`src/sv/llm_pkg.sv`:
```
`timescale 1ns / 1ps
// ----------------------------------------------------------------------------
// llm_pkg
// Shared types and codes for the latency line memory.
// ----------------------------------------------------------------------------
package llm_pkg;

    localparam int unsigned WORD_W     = 16;
    localparam int unsigned ADDR_W     = 12;
    localparam int unsigned TIME_W     = 32;
    localparam int unsigned LAT_W      = 10;
    localparam int unsigned LINE_WORDS = 8;
    localparam int unsigned MEM_WORDS  = 4096;
    localparam int unsigned BANK_W     = $clog2(LINE_WORDS);
    localparam int unsigned ROWS       = MEM_WORDS / LINE_WORDS;
    localparam int unsigned ROW_W      = $clog2(ROWS);

    typedef logic [WORD_W-1:0] word_t;
    typedef logic [ADDR_W-1:0] addr_t;
    typedef logic [TIME_W-1:0] time_t;
    typedef logic [LINE_WORDS-1:0][WORD_W-1:0] line_t;

    typedef struct packed {
        addr_t addr;
        time_t due;
    } rq_entry_t;

    typedef struct packed {
        addr_t addr;
        time_t due;
        line_t data;
    } wq_entry_t;

    typedef struct packed {
        logic             clear;
        logic             we;
        logic [ROW_W-1:0] clr_row;
        addr_t            base;
    } lane_ctrl_t;

    localparam logic [1:0] CMD_RD_REQ  = 2'd0;
    localparam logic [1:0] CMD_WR_REQ  = 2'd1;
    localparam logic [1:0] CMD_RD_POLL = 2'd2;
    localparam logic [1:0] CMD_WR_POLL = 2'd3;

    localparam logic [2:0] OUT_QUEUED     = 3'd0;
    localparam logic [2:0] OUT_REJECTED   = 3'd1;
    localparam logic [2:0] OUT_NONE       = 3'd2;
    localparam logic [2:0] OUT_READ_DATA  = 3'd3;
    localparam logic [2:0] OUT_WRITE_DONE = 3'd4;

    localparam logic REG_READ_LAT  = 1'b0;
    localparam logic REG_WRITE_LAT = 1'b1;

endpackage

```
`src/sv/llm_merge.sv`:
```
`timescale 1ns / 1ps
// ----------------------------------------------------------------------------
// llm_merge
// Rotates the bank outputs back into line word order.
// ----------------------------------------------------------------------------
module llm_merge
    import llm_pkg::*;
(
    input  line_t             bank_data,
    input  logic [BANK_W-1:0] base_low,
    output line_t             line
);

    always_comb
    begin
        for (int i = 0; i < LINE_WORDS; i++)
        begin
            line[i] = bank_data[BANK_W'(base_low + BANK_W'(i))];
        end
    end

endmodule
```
`config.mk`:
```
export PLATFORM = sky130hd
export DESIGN_NAME = llm_merge
export DESIGN_NICKNAME = d
export VERILOG_FILES = /design/src/sv/llm_pkg.sv /design/src/sv/llm_merge.sv
export SDC_FILE = /design/constraint.sdc
export NUM_CORES = 1
export LEC_CHECK = 0
export ABC_AREA = 1
export BUFFER_PORTS_ARGS = -buffer_cell sky130_fd_sc_hd__buf_2
export CORE_ASPECT_RATIO = 0.6
export CORE_MARGIN = 3
export CORE_UTILIZATION = 47
export DETAILED_ROUTE_END_ITERATION = 10
export PLACE_DENSITY = 0.85
export SETUP_SLACK_MARGIN = 0.02
export SYNTH_ARGS = -nofsm -noshare
export SYNTH_HDL_FRONTEND = slang
export SYNTH_SLANG_ARGS = --single-unit
```
`constraint.sdc`:
```
create_clock -name vclk -period 2
set_input_delay 0.2 -clock vclk [all_inputs]
set_output_delay 0.2 -clock vclk [all_outputs]
set_load 0.05 [all_outputs]
```
==> results.toml <==
[outcome]
status = "finished, final reports clean"

[yosys]
synthTopCellsByArea = "nand3_1 57%, nand2_1 33%, buf_2 6.8%, buf_4 0.83%, clkbuf_1 0.83%"
syn_inst = 1000
synth_area_sq_um = 4509
synth_nets = 1133
yosys.cell_types.count = 10
synth-seq-area-share = 0
synth_top_cell_by_area = "nand3_1"
ys.warnings.count = 0
postSynthAreaPerCell_sq_um = 4.509
netlist.area_leader.share = 0.5683

[global_routing]
grt_max_degree = 120
grt_pass1_wl_um = 31220
grt_pass1_vias = 6901
track_usage = 0.3337
grt_overflow = 0
antenna_found_initial = 0

[flow_run]
cap_violations = 0

[drt]
drt-initial-drc-count = 1204
vias = 8369
viasPerCell = 6.264
drt-pass1-iter-count = 7
drc = 0
wl_um = 20820
wl_per_cell_um = 15.59
ant_nets = 0

[placed_design]
dp.cells = 1334
port_buffers = 259
dpl.hpwl_um = 15600
place.gp.congestion = 0.9896

[sta]
final_hold_viol_count = 0
rsz0062_at_grt = "yes"
finalSetupViolations = 0
setup_tns_ns = 0
min_period_over_period = 0.9692
worstMarginPinSlew_ns = 0.5346
final-max-slew-violation-count = 0
holdWs_ns = 0.8822
slew_headroom = 0.6436
max_clock_freq_ghz = 0.5159
period_needed_ns = 1.938

[power_and_ir_drop]
p_switching_mw = 2.529
clockPowerShare = 0
p_seq_frac = 0
ir_drop_v = 0.0005358
total_power_mw = 3.357
leakage_nw = 3.487
swShare = 0.7535
internal_power_uw = 827.4
comb_power_share = 1.000
powerDensity_nw_per_um2 = 569.9

[worst_setup_path]
path_class = "in -> out"
crit_fanout = 32
required_ns = 1.80
slowest_stage = "ha_2"
path_buf_inv = 5
path_cells = "buf_4 -> clkinv_2 -> ha_2 -> inv_2 -> clkbuf_16 -> nand3_1 -> nand3_1 -> nand2_1 -> buf_2"
cp.arrival_ns = 1.74
startpoint_type = "primary input"
cp.depth = 9
cp_top_family = "buffers and inverters"
critical_path.endpoint_type = "primary output"
cpPeakStageDelay_ns = 0.38
cpMostUsedCell = "nand3_1"

[floorplanning]
die_x_um = 132.5
io_pins = 259
start_util = 0.5059
dieHeight_um = 81.87
die-area_sq_um = 10840
core_sq_um = 8914
fp-row-count = 26

[final_layout]
final_cells = 1336
final_util = 0.6607
drive_above_1_share = 0.2448
n_clock_buffer = 0
nFlopsAndLatches = 0
syn_to_final_growth_pct = 30.60
fin_nets = 1344
final-seq-area_sq_um = 0

[min_path]
hp-class = "in -> out"
hold_path_depth = 4

[clock_network]
postCtsSetupBuffers = 0
postCtsHoldBufs = 0
-- area by class of cell --
type                            instances  area, sq um
Antenna cell                            1        2.502
Multi-Input combinational cell        913         4090
Fill cell                             907         3024
Tap cell                              126        157.7
Timing Repair Buffer                  289         1612
Inverter                                7        27.53
-- metal layers --
layer / GRT usage / wire length (um)
met3: 0.04039 / 3428
met4: 0.1266 / 714
met2: 0.5504 / 8956
met1: 0.4502 / 7722
met5: 0 / 0
-- Yosys cell counts --
| cell | instances |
|---|---|
| inv_2 | 4 |
| clkbuf_1 | 10 |
| nand3_1 | 512 |
| inv_1 | 3 |
| buf_4 | 5 |
| buf_1 | 4 |
| ha_1 | 2 |
| buf_2 | 61 |
| nand2_1 | 398 |
| nand2_2 | 1 |
-- placed cells by master (no fill, tap or decap) --
master / Yosys / layout
nand3_1: 512 / 512
nand2_1: 398 / 398
buf_2: 61 / 253
buf_4: 5 / 24
clkbuf_4: 0 / 5
inv_2: 4 / 4
buf_12: 0 / 4
inv_1: 3 / 2
buf_6: 0 / 2
diode_2: 0 / 1
nand2_2: 1 / 1
clkinv_2: 0 / 1
ha_2: 0 / 1
ha_1: 2 / 1
clkbuf_16: 0 / 1
-- logic make-up after synthesis --
family | share of synthesized area
simple gates | 0.9009
buf+inv | 0.09351
fa+ha+maj | 0.005549
-- power by group through the flow --
stage	Combinational, mW	Clock [mW]	Sequential [mW]
after CTS	3.28	0	0
after floorplan	2.46	0	0
after global placement	3.24	0	0
after global routing	3.55	0	0
final	3.36	0.0000000670	0
after detailed placement	3.27	0	0
-- final timing paths --
check,start,end,slack [ns]
worst max-delay path,base_low[0],line[48],0.06
worst min-delay path,base_low[2],line[15],0.88
-- per-stage QoR --
stage               setup WS, ns  cell area (sq um)
global route            0.001480               5887
CTS                      0.07347               5842
finish                   0.06154               5889
floorplan                0.03729               4509
detailed placement       0.07936               5842
global placement          0.1291               5842
-- repair_timing --
item | in CTS | in global routing
resized for setup | 0 | 7
hold endpoints to repair | 0 | 0
endpoints found under the setup margin | 0 | 64
Note: power is estimated with default switching activity, not from simulation.
