--- src/sv/llm_ram.sv ---
`timescale 1ns / 1ps
// ----------------------------------------------------------------------------
// llm_ram
// Generic simple dual-port RAM, one write and one registered read port.
// ----------------------------------------------------------------------------
module llm_ram #(
    parameter int unsigned WIDTH = 16,
    parameter int unsigned DEPTH = 16,
    localparam int unsigned AW = (DEPTH > 1) ? $clog2(DEPTH) : 1
) (
    input  logic             clk,
    input  logic             we,
    input  logic [AW-1:0]    waddr,
    input  logic [WIDTH-1:0] wdata,
    input  logic [AW-1:0]    raddr,
    output logic [WIDTH-1:0] rdata
);

    logic [WIDTH-1:0] mem [DEPTH];

    always_ff @(posedge clk)
    begin
        if (we)
        begin
            mem[waddr] <= wdata;
        end
    end

    always_ff @(posedge clk)
    begin
        rdata <= mem[raddr];
    end

endmodule

--- config.mk ---
export PLATFORM = sky130hd
export DESIGN_NAME = llm_ram
export DESIGN_NICKNAME = d
export VERILOG_FILES = /design/src/sv/llm_ram.sv
export SDC_FILE = /design/constraint.sdc
export NUM_CORES = 1
export LEC_CHECK = 0
export BUFFER_PORTS_ARGS = -buffer_cell sky130_fd_sc_hd__buf_2
export CELL_PAD_IN_SITES_DETAIL_PLACEMENT = 0
export CELL_PAD_IN_SITES_GLOBAL_PLACEMENT = 1
export CORE_MARGIN = 2
export CORE_UTILIZATION = 49
export CTS_CLUSTER_DIAMETER = 60
export CTS_CLUSTER_SIZE = 30
export DETAILED_ROUTE_END_ITERATION = 8
export PLACE_DENSITY = 0.74
export SYNTH_ARGS = -nofsm -noshare
export SYNTH_HDL_FRONTEND = slang
export SYNTH_SLANG_ARGS = --single-unit
export TNS_END_PERCENT = 100
--- constraint.sdc ---
create_clock -name clk -period 2.4 [get_ports clk]
set_input_delay 0.36 -clock clk [delete_from_list [all_inputs] [get_ports clk]]
set_output_delay 0.36 -clock clk [all_outputs]
set_load 0.05 [all_outputs]
==> reports/results.tsv, run 1 <==
stage	metric	value	unit
status	outcome	completed	
timing	fin_crit	1.49	ns
setup_path	endpoint_kind	primary output	
logic_synthesis	seq_area_frac_synth	79.7	%
drt	drt_pre_antenna_iters	5	
timing	worst_pin_slew	0.417	ns
drt	wirelength	20100	µm
power	p_leak	0.00368	µW
drt	ant_nets	0	
placement	place_hpwl	11000	µm
layout	stdcell_count	778	
layout	regArea	8010	µm²
global_route	grt_overflow	0	
logic_synthesis	synthesis.nets	458	
clock_network	clock-sinks	272	
layout	syn2layout_area_growth	12.9	%
global_route	grtUsageTotal	19.1	%
placement	gp_congestion	0.733	
clock_network	cts-buffers-inserted	16	
drt	drt_iter0_drc	539	
power	irDropWorstVdd	602	µV
setup_path	worst-path-buf-inv	1	
timing	fin_ws	0.911	ns
timing	finalSetupViolCount	0	
logic_synthesis	synth_seq_cells	272	
setup_path	critPathLaunchType	flip-flop	
global_route	grt_max_degree	65	
layout	mostFrequentLayoutCells	edfxtp_1 (256), mux4_2 (54), buf_2 (40)	
drt	vias	4575	
timing	fin_crit_sh	62.0	%
setup_path	critical_path_required	2.04	ns
layout	final_util	56.2	%
layout	antenna_cells	0	
floorplanning	core_area	20200	µm²
timing	slew_violations	0	
floorplanning	dieArea	21700	µm²
layout	final_common_cell	edfxtp_1	
setup_path	slowest_delay	0.36	ns
layout	multi_input_area	1970	µm²
floorplanning	start_util	49.8	%
drt	drc	0	
drt	vias_per_cell	5.88	
floorplanning	die_h	147	µm
setup_path	rr_startpoint	mem[8][8]$_DFFE_PP_	
power	pwr_density_cell	786	nW/µm²
timing	whs	0.229	ns
logic_synthesis	yosys.cell_types.count	19	
clock_network	cts_tree	built	
logic_synthesis	yosysWarnings	0	
clock_network	cts_repair_resize_count	0	
clock_network	cts.path.max_buffers	3	
min_path	hp-start	wdata[13]	
setup_path	worstPathCellList	buf_2	
setup_path	path_class	flip-flop to primary output	
timing	maxSlewHeadroom	72.2	%
global_route	grt_pass1_wl	29800	µm
clock_network	clk_pin_slew_worst_paths	0.10	ns
timing	tns	0	ns
run	cap_viol_max_count	0	
logic_synthesis	syn_area	10000	µm²
layout	fillers	1513	
timing	hold_viol	0	
floorplanning	ios	42	
logic_synthesis	synth_area_per_cell	23.2	µm²
setup_path	critPathLaunch	rdata[5]$_DFF_P_	
logic_synthesis	synth_cells	432	
placement	dpl.cell_count	751	
placement	port_buffers	41	
clock_network	postCtsHoldBufs	0	
layout	drive_above_1_share	32.9	%
setup_path	worstPathMaxFanout	1	
timing	final.setup_skew	0.0153	ns
placement	pre_cts_slack	0.522	ns
setup_path	crit_family	flip-flops	
floorplanning	die_w	147	µm
layout	fin_nets	525	
setup_path	cp.arrival	1.13	ns
global_route	grt_antenna_before_repair	0	
setup_path	critPathSlowestCell	dfxtp_1	
timing	rsz0062_at_grt	false	
clock_network	htree_num_levels	1	
global_route	grt_pass1_vias	4691	
clock_network	insertion_delay	0.49	ns
drt	routedWlPerCell	25.8	µm
timing	fmax	672	MHz
clock_network	root_buffer	clkbuf_16	
min_path	min_path_type	primary input to flip-flop	
clock_network	postCtsSetupBuffers	0	
floorplanning	rows	52	
[metal layers]
metal | vias up | global-route usage [%] | wire length, µm
met2 | 137 | 31.0 | 9960
met1 | 2459 | 28.2 | 8720
li1 | 1959 | - | -
met3 | 20 | 2.48 | 1080
met5 | - | 0 | 0
met4 | 0 | 4.33 | 291
[Yosys cell counts (all sizes together)]
master,n,share of area [%]
edfxtp,256,77
mux4,64,15
a22oi,32,2.4
nand2,17,0.64
dfxtp,16,3.2
buf,13,0.93
nor2,13,0.49
clkbuf,8,0.30
nor3,4,0.20
nand2b,2,0.12
nand3b,2,0.15
nor2b,2,0.12
and2,1,0.062
nand3,1,0.050
or3b,1,0.087
[state kept, by name (all words and copies together), names as in the netlist]
name   count
mem      256
rdata     16
[cells by family (layout without fill, tap and decap cells)]
group	Yosys count	count (layout)	share of synthesized area (%)
flops	272	272	79.7
mux	64	64	14.7
simple gates	43	43	1.92
compound gates	32	32	2.39
buf+inv	21	97	1.23
[power breakdown]
group | internal (µW) | switching, µW
Combinational | 205 | 370
Clock | 1510 | 1500
Sequential | 5300 | 31.7
[final cells by class]
type	instances	area share (%)
clock inverter	7	0.860
sequential	272	70.6
clock buffer	20	4.03
multi-input combinational	139	17.4
tap	270	2.98
timing repair buffer	70	4.19
[stage by stage]
step                cell area (µm²)  total power [µW]
floorplan                     10000              5800
global placement              10800              6010
detailed placement            10800              6030
CTS                           11300              9000
global route                  11300              9210
finish                        11300              8920
[path summary, 6_finish.rpt]
check	to	slack, ns	depth (start not counted)
max	rdata[5]	0.91	1
min	mem[8][13]$_DFFE_PP_	0.23	1
max reg2reg	rdata[8]$_DFF_P_	1.05	3
min reg2reg	rdata[11]$_DFF_P_	0.67	3
Note: power is estimated with default switching activity, not from simulation.
==> inputs of run 2 (changes only) <==
--- a/config.mk
+++ b/config.mk
@@ -5,15 +5,16 @@
 export SDC_FILE = /design/constraint.sdc
 export NUM_CORES = 1
 export LEC_CHECK = 0
+export ABC_AREA = 1
 export BUFFER_PORTS_ARGS = -buffer_cell sky130_fd_sc_hd__buf_2
 export CELL_PAD_IN_SITES_DETAIL_PLACEMENT = 0
 export CELL_PAD_IN_SITES_GLOBAL_PLACEMENT = 1
 export CORE_MARGIN = 2
-export CORE_UTILIZATION = 49
+export CORE_UTILIZATION = 45
 export CTS_CLUSTER_DIAMETER = 60
 export CTS_CLUSTER_SIZE = 30
 export DETAILED_ROUTE_END_ITERATION = 8
-export PLACE_DENSITY = 0.74
+export PLACE_DENSITY = 0.75
 export SYNTH_ARGS = -nofsm -noshare
 export SYNTH_HDL_FRONTEND = slang
 export SYNTH_SLANG_ARGS = --single-unit
==> constraint.sdc (replaced) <==
create_clock -name clk -period 1.2 [get_ports clk]
set_input_delay 0.18 -clock clk [delete_from_list [all_inputs] [get_ports clk]]
set_output_delay 0.18 -clock clk [all_outputs]
set_load 0.05 [all_outputs]
==> run 2 against run 1 <==
  * Sequential power is 100% higher
  * Critical path depth unchanged
  * The flow now finishes with violations (negative setup slack)
  * Largest cell class unchanged
  * Worst setup slack worse by 0.94 ns
  * Global-route usage is 2.1 points higher
  * Via count rose by 61%
  * Final cell count rose by 92%
  * Highest routed layer unchanged
  * Final area rose by 19%
  * Die area rose by 23%
  * Sequential share of layout area down 11 points
  * Utilization down 2.5 points
  * Power is 130% higher
==> reports/results.tsv, run 2 <==
stage	metric	value	unit	change
status	outcome	finished, violations left		
status	failed_checks	negative setup slack		
logic_synthesis	synth_common_cells	nand2_1 (341), edfxtp_1 (256), inv_1 (196), nand3_1 (193), buf_2 (19)		
layout	mostFrequentLayoutCells	nand2_1 (341), edfxtp_1 (256), inv_1 (196)		
setup_path	slowest_delay	0.38	ns	+0.02 ns
setup_path	r2r_end	rdata[9]$_DFF_P_		
layout	regArea	8030	µm²	+0.31%
clock_network	cts_tree	built		
timing	finalSetupViolCount	4		+4
layout	final_cell_area	13500	µm²	+19%
drt	routedWlPerCell	18.1	µm	-30%
logic_synthesis	synth-compound-area-share	0	%	-2.4 points
global_route	gr-usage-met3	2.16	%	-0.33 points
drt	drt_iter0_drc	712		+32%
logic_synthesis	yosys.cell_types.count	13		-6
placement	port_buffers	41		unchanged
setup_path	crit_family	flip-flops		
floorplanning	die_w	163	µm	+11%
floorplanning	dieArea	26600	µm²	+23%
global_route	grt_max_degree	51		-22%
setup_path	reg2reg_depth	6		+3
logic_synthesis	seq_area_frac_synth	70.4	%	-9.4 points
timing	final.setup_skew	0.0127	ns	-0.00266 ns
logic_synthesis	synthesis.nets	1100		+140%
layout	multi_input_area	2370	µm²	+21%
timing	rsz0062_at_grt	true		
global_route	grt_pass1_vias	7241		+54%
clock_network	clock-sinks	272		unchanged
logic_synthesis	synth_top_flop_cell	edfxtp_1		
timing	tns	-0.0759	ns	-0.0759 ns
floorplanning	die_h	163	µm	+11%
setup_path	cp.depth	1		unchanged
setup_path	worstPathCellList	buf_8		
setup_path	critPathLaunchType	flip-flop		
logic_synthesis	synthMostInstantiatedCell	nand2_1		
drt	vias	7355		+61%
global_route	grtUsageTotal	21.1	%	+2.1 points
timing	fmax	811	MHz	
logic_synthesis	async_flop_share	0	%	unchanged
logic_synthesis	synth_cells	1074		+150%
layout	drive_above_1_share	14.7	%	-18 points
global_route	grt_use_met1	28.9	%	+0.65 points
global_route	busiest_layer	met2		
logic_synthesis	synth_seq_cells	272		unchanged
placement	place_hpwl	16900	µm	+53%
setup_path	worstPathMaxFanout	1		unchanged
floorplanning	start_util	45.5	%	-4.3 points
timing	fin_ws	-0.0333	ns	-0.944 ns
timing	worst_pin_slew	0.407	ns	-0.0102 ns
logic_synthesis	synth_xor_area_share	0	%	unchanged
global_route	grt_antenna_before_repair	0		unchanged
placement	pre_cts_slack	-0.136	ns	-0.658 ns
min_path	min_path_type	primary input to flip-flop		
logic_synthesis	synth_top_cell_area_share	67.5	%	-9.0 points
setup_path	setup.worst_path.end	rdata[1]		
logic_synthesis	synth_area_per_cell	10.6	µm²	-54%
setup_path	critical_path_required	1.02	ns	-1.02 ns
drt	ant_nets	0		unchanged
logic_synthesis	synth_top_cells_by_area	edfxtp_1 (68%), nand2_1 (11%), nand3_1 (8.5%), inv_1 (6.5%), dfxtp_1 (2.8%)		
setup_path	r2r_setup_slack	0.17	ns	-0.88 ns
global_route	use_met2	36.2	%	+5.3 points
layout	largest_reg_flops	256		unchanged
power	p_leak	0.00575	µW	+56%
layout	reg.largest.list	mem (256), rdata (16)		
logic_synthesis	synth_top_family_by_area	simple AND/OR/NAND/NOR gates		
placement	placed_area	12500	µm²	+16%
floorplanning	rows	58		+12%
layout	fin_nets	1171		+120%
run	cap_viol_max_count	0		unchanged
logic_synthesis	synth-simple-area-share	20.4	%	+19 points
setup_path	rr_startpoint	mem[10][9]$_DFFE_PP_		
logic_synthesis	synth-edff-count	256		unchanged
setup_path	critPathLaunch	rdata[1]$_DFF_P_		
clock_network	postCtsSetupBuffers	0		unchanged
setup_path	path_class	flip-flop to primary output		
layout	syn2layout_area_growth	18.3	%	
timing	fin_crit	1.23	ns	
floorplanning	ios	42		unchanged
drt	wirelength	27000	µm	+35%
floorplanning	core_area	25000	µm²	+24%
logic_synthesis	synthAdderAreaFrac	0	%	unchanged
setup_path	cp.arrival	1.05	ns	-0.08 ns
drt	drt_pre_antenna_iters	5		unchanged
timing	maxSlewHeadroom	72.9	%	+0.68 points
layout	fillers	2203		+46%
layout	antenna_cells	0		unchanged
drt	vias_per_cell	4.93		-16%
logic_synthesis	yosysTopAreaCell	edfxtp_1		
clock_network	cts.path.max_buffers	3		unchanged
timing	slew_violations	0		unchanged
clock_network	insertion_delay	0.53	ns	+0.04 ns
logic_synthesis	yosysWarnings	0		unchanged
logic_synthesis	muxShareOfSynthArea	0	%	-15 points
global_route	grt_overflow	0		unchanged
global_route	grt_pass1_wl	42100	µm	+41%
clock_network	postCtsHoldBufs	0		unchanged
clock_network	cts-buffers-inserted	22		+6
layout	regMostFlops	mem		
timing	hold_viol	0		unchanged
clock_network	clk_pin_slew_worst_paths	0.08	ns	-0.02 ns
clock_network	htree_num_levels	1		unchanged
layout	final_util	53.8	%	-2.5 points
drt	drc	0		unchanged
placement	gp_congestion	0.800		+9.1%
timing	fin_crit_sh	103	%	
logic_synthesis	syn_area	11400	µm²	+13%
layout	final_common_cell	nand2_1		
setup_path	endpoint_kind	primary output		
power	irDropWorstVdd	1070	µV	+78%
power	pwr_density_cell	1510	nW/µm²	+92%
clock_network	root_buffer	clkbuf_16		
setup_path	worst-path-buf-inv	1		unchanged
setup_path	critPathSlowestCell	dfxtp_4		
run 2: changes by cell type in the layout (fill, tap and decap cells not counted), moves of 14 or more:
cell	delta
buf_12	+22
dfxtp_2	+14
dfxtp_1	-16
nand2_1	+324
buf_2	-16
a22oi_1	-32
nand3_1	+192
mux4_2	-54
inv_1	+196
run 2: layout make-up:
| cell class | instances | share of cell area [%] |
|---|---|---|
| Clock buffer | 28 | 4.71 |
| Clock inverter | 12 | 1.20 |
| Sequential cell | 272 | 59.7 |
| Timing Repair Buffer | 98 | 8.16 |
| Tap cell | 330 | 3.07 |
| Multi-Input combinational cell | 553 | 17.6 |
| Inverter | 198 | 5.54 |
run 2: how the worst min path moves through the flow:
stage | start | end | slack (ns) | cells past startpoint
finish | wdata[5] | mem[4][5]$_DFFE_PP_ | 0.05 | 1
global route | wdata[5] | mem[0][5]$_DFFE_PP_ | 0.05 | 1
CTS | wdata[5] | mem[0][5]$_DFFE_PP_ | 0.05 | 1
detailed placement | wdata[5] | mem[3][5]$_DFFE_PP_ | 0.60 | 1
global placement | wdata[5] | mem[0][5]$_DFFE_PP_ | 0.60 | 1
floorplan | wdata[0] | mem[0][0]$_DFFE_PP_ | 0.28 | 0
run 2: routing by layer:
| layer | vias up | part of all wire [%] | routed length [µm] |
|---|---|---|---|
| li1 | 3608 | - | - |
| met1 | 3536 | 44 | 11800 |
| met2 | 176 | 50 | 13400 |
| met3 | 35 | 4.2 | 1130 |
| met4 | 0 | 2.4 | 655 |
| met5 | - | 0 | 0 |
run 2: cells by family (layout without fill, tap and decap cells):
kind of cell	Yosys count	after routing
buffers and inverters	249	336
flip-flops	272	272
AND/OR/NAND/NOR	553	553
run 2: per-stage QoR:
step / std cells / power, µW / hold WS, ns
final: 1491 / 20300 / 0.0537
after global routing: 1491 / 21000 / 0.0511
after CTS: 1491 / 20400 / 0.0497
after detailed placement: 1451 / 12500 / 0.602
after global placement: 1451 / 12500 / 0.599
after floorplan: 1074 / 11800 / 0.279
run 2: timing repair:
| item | CTS | global route |
|---|---|---|
| endpoints found under the setup margin | 16 | 16 |
| gates resized for setup | 54 | 6 |
| pin swaps | 0 | 0 |
| endpoints found under the hold margin | 0 | 0 |
run 2: where the power goes:
part	leakage (µW)	switching, µW	internal, µW
sequential	0.00245	88.4	10600
clock	0.000394	3550	4320
combinational	0.00291	1140	587
total	0.00575	4780	15500
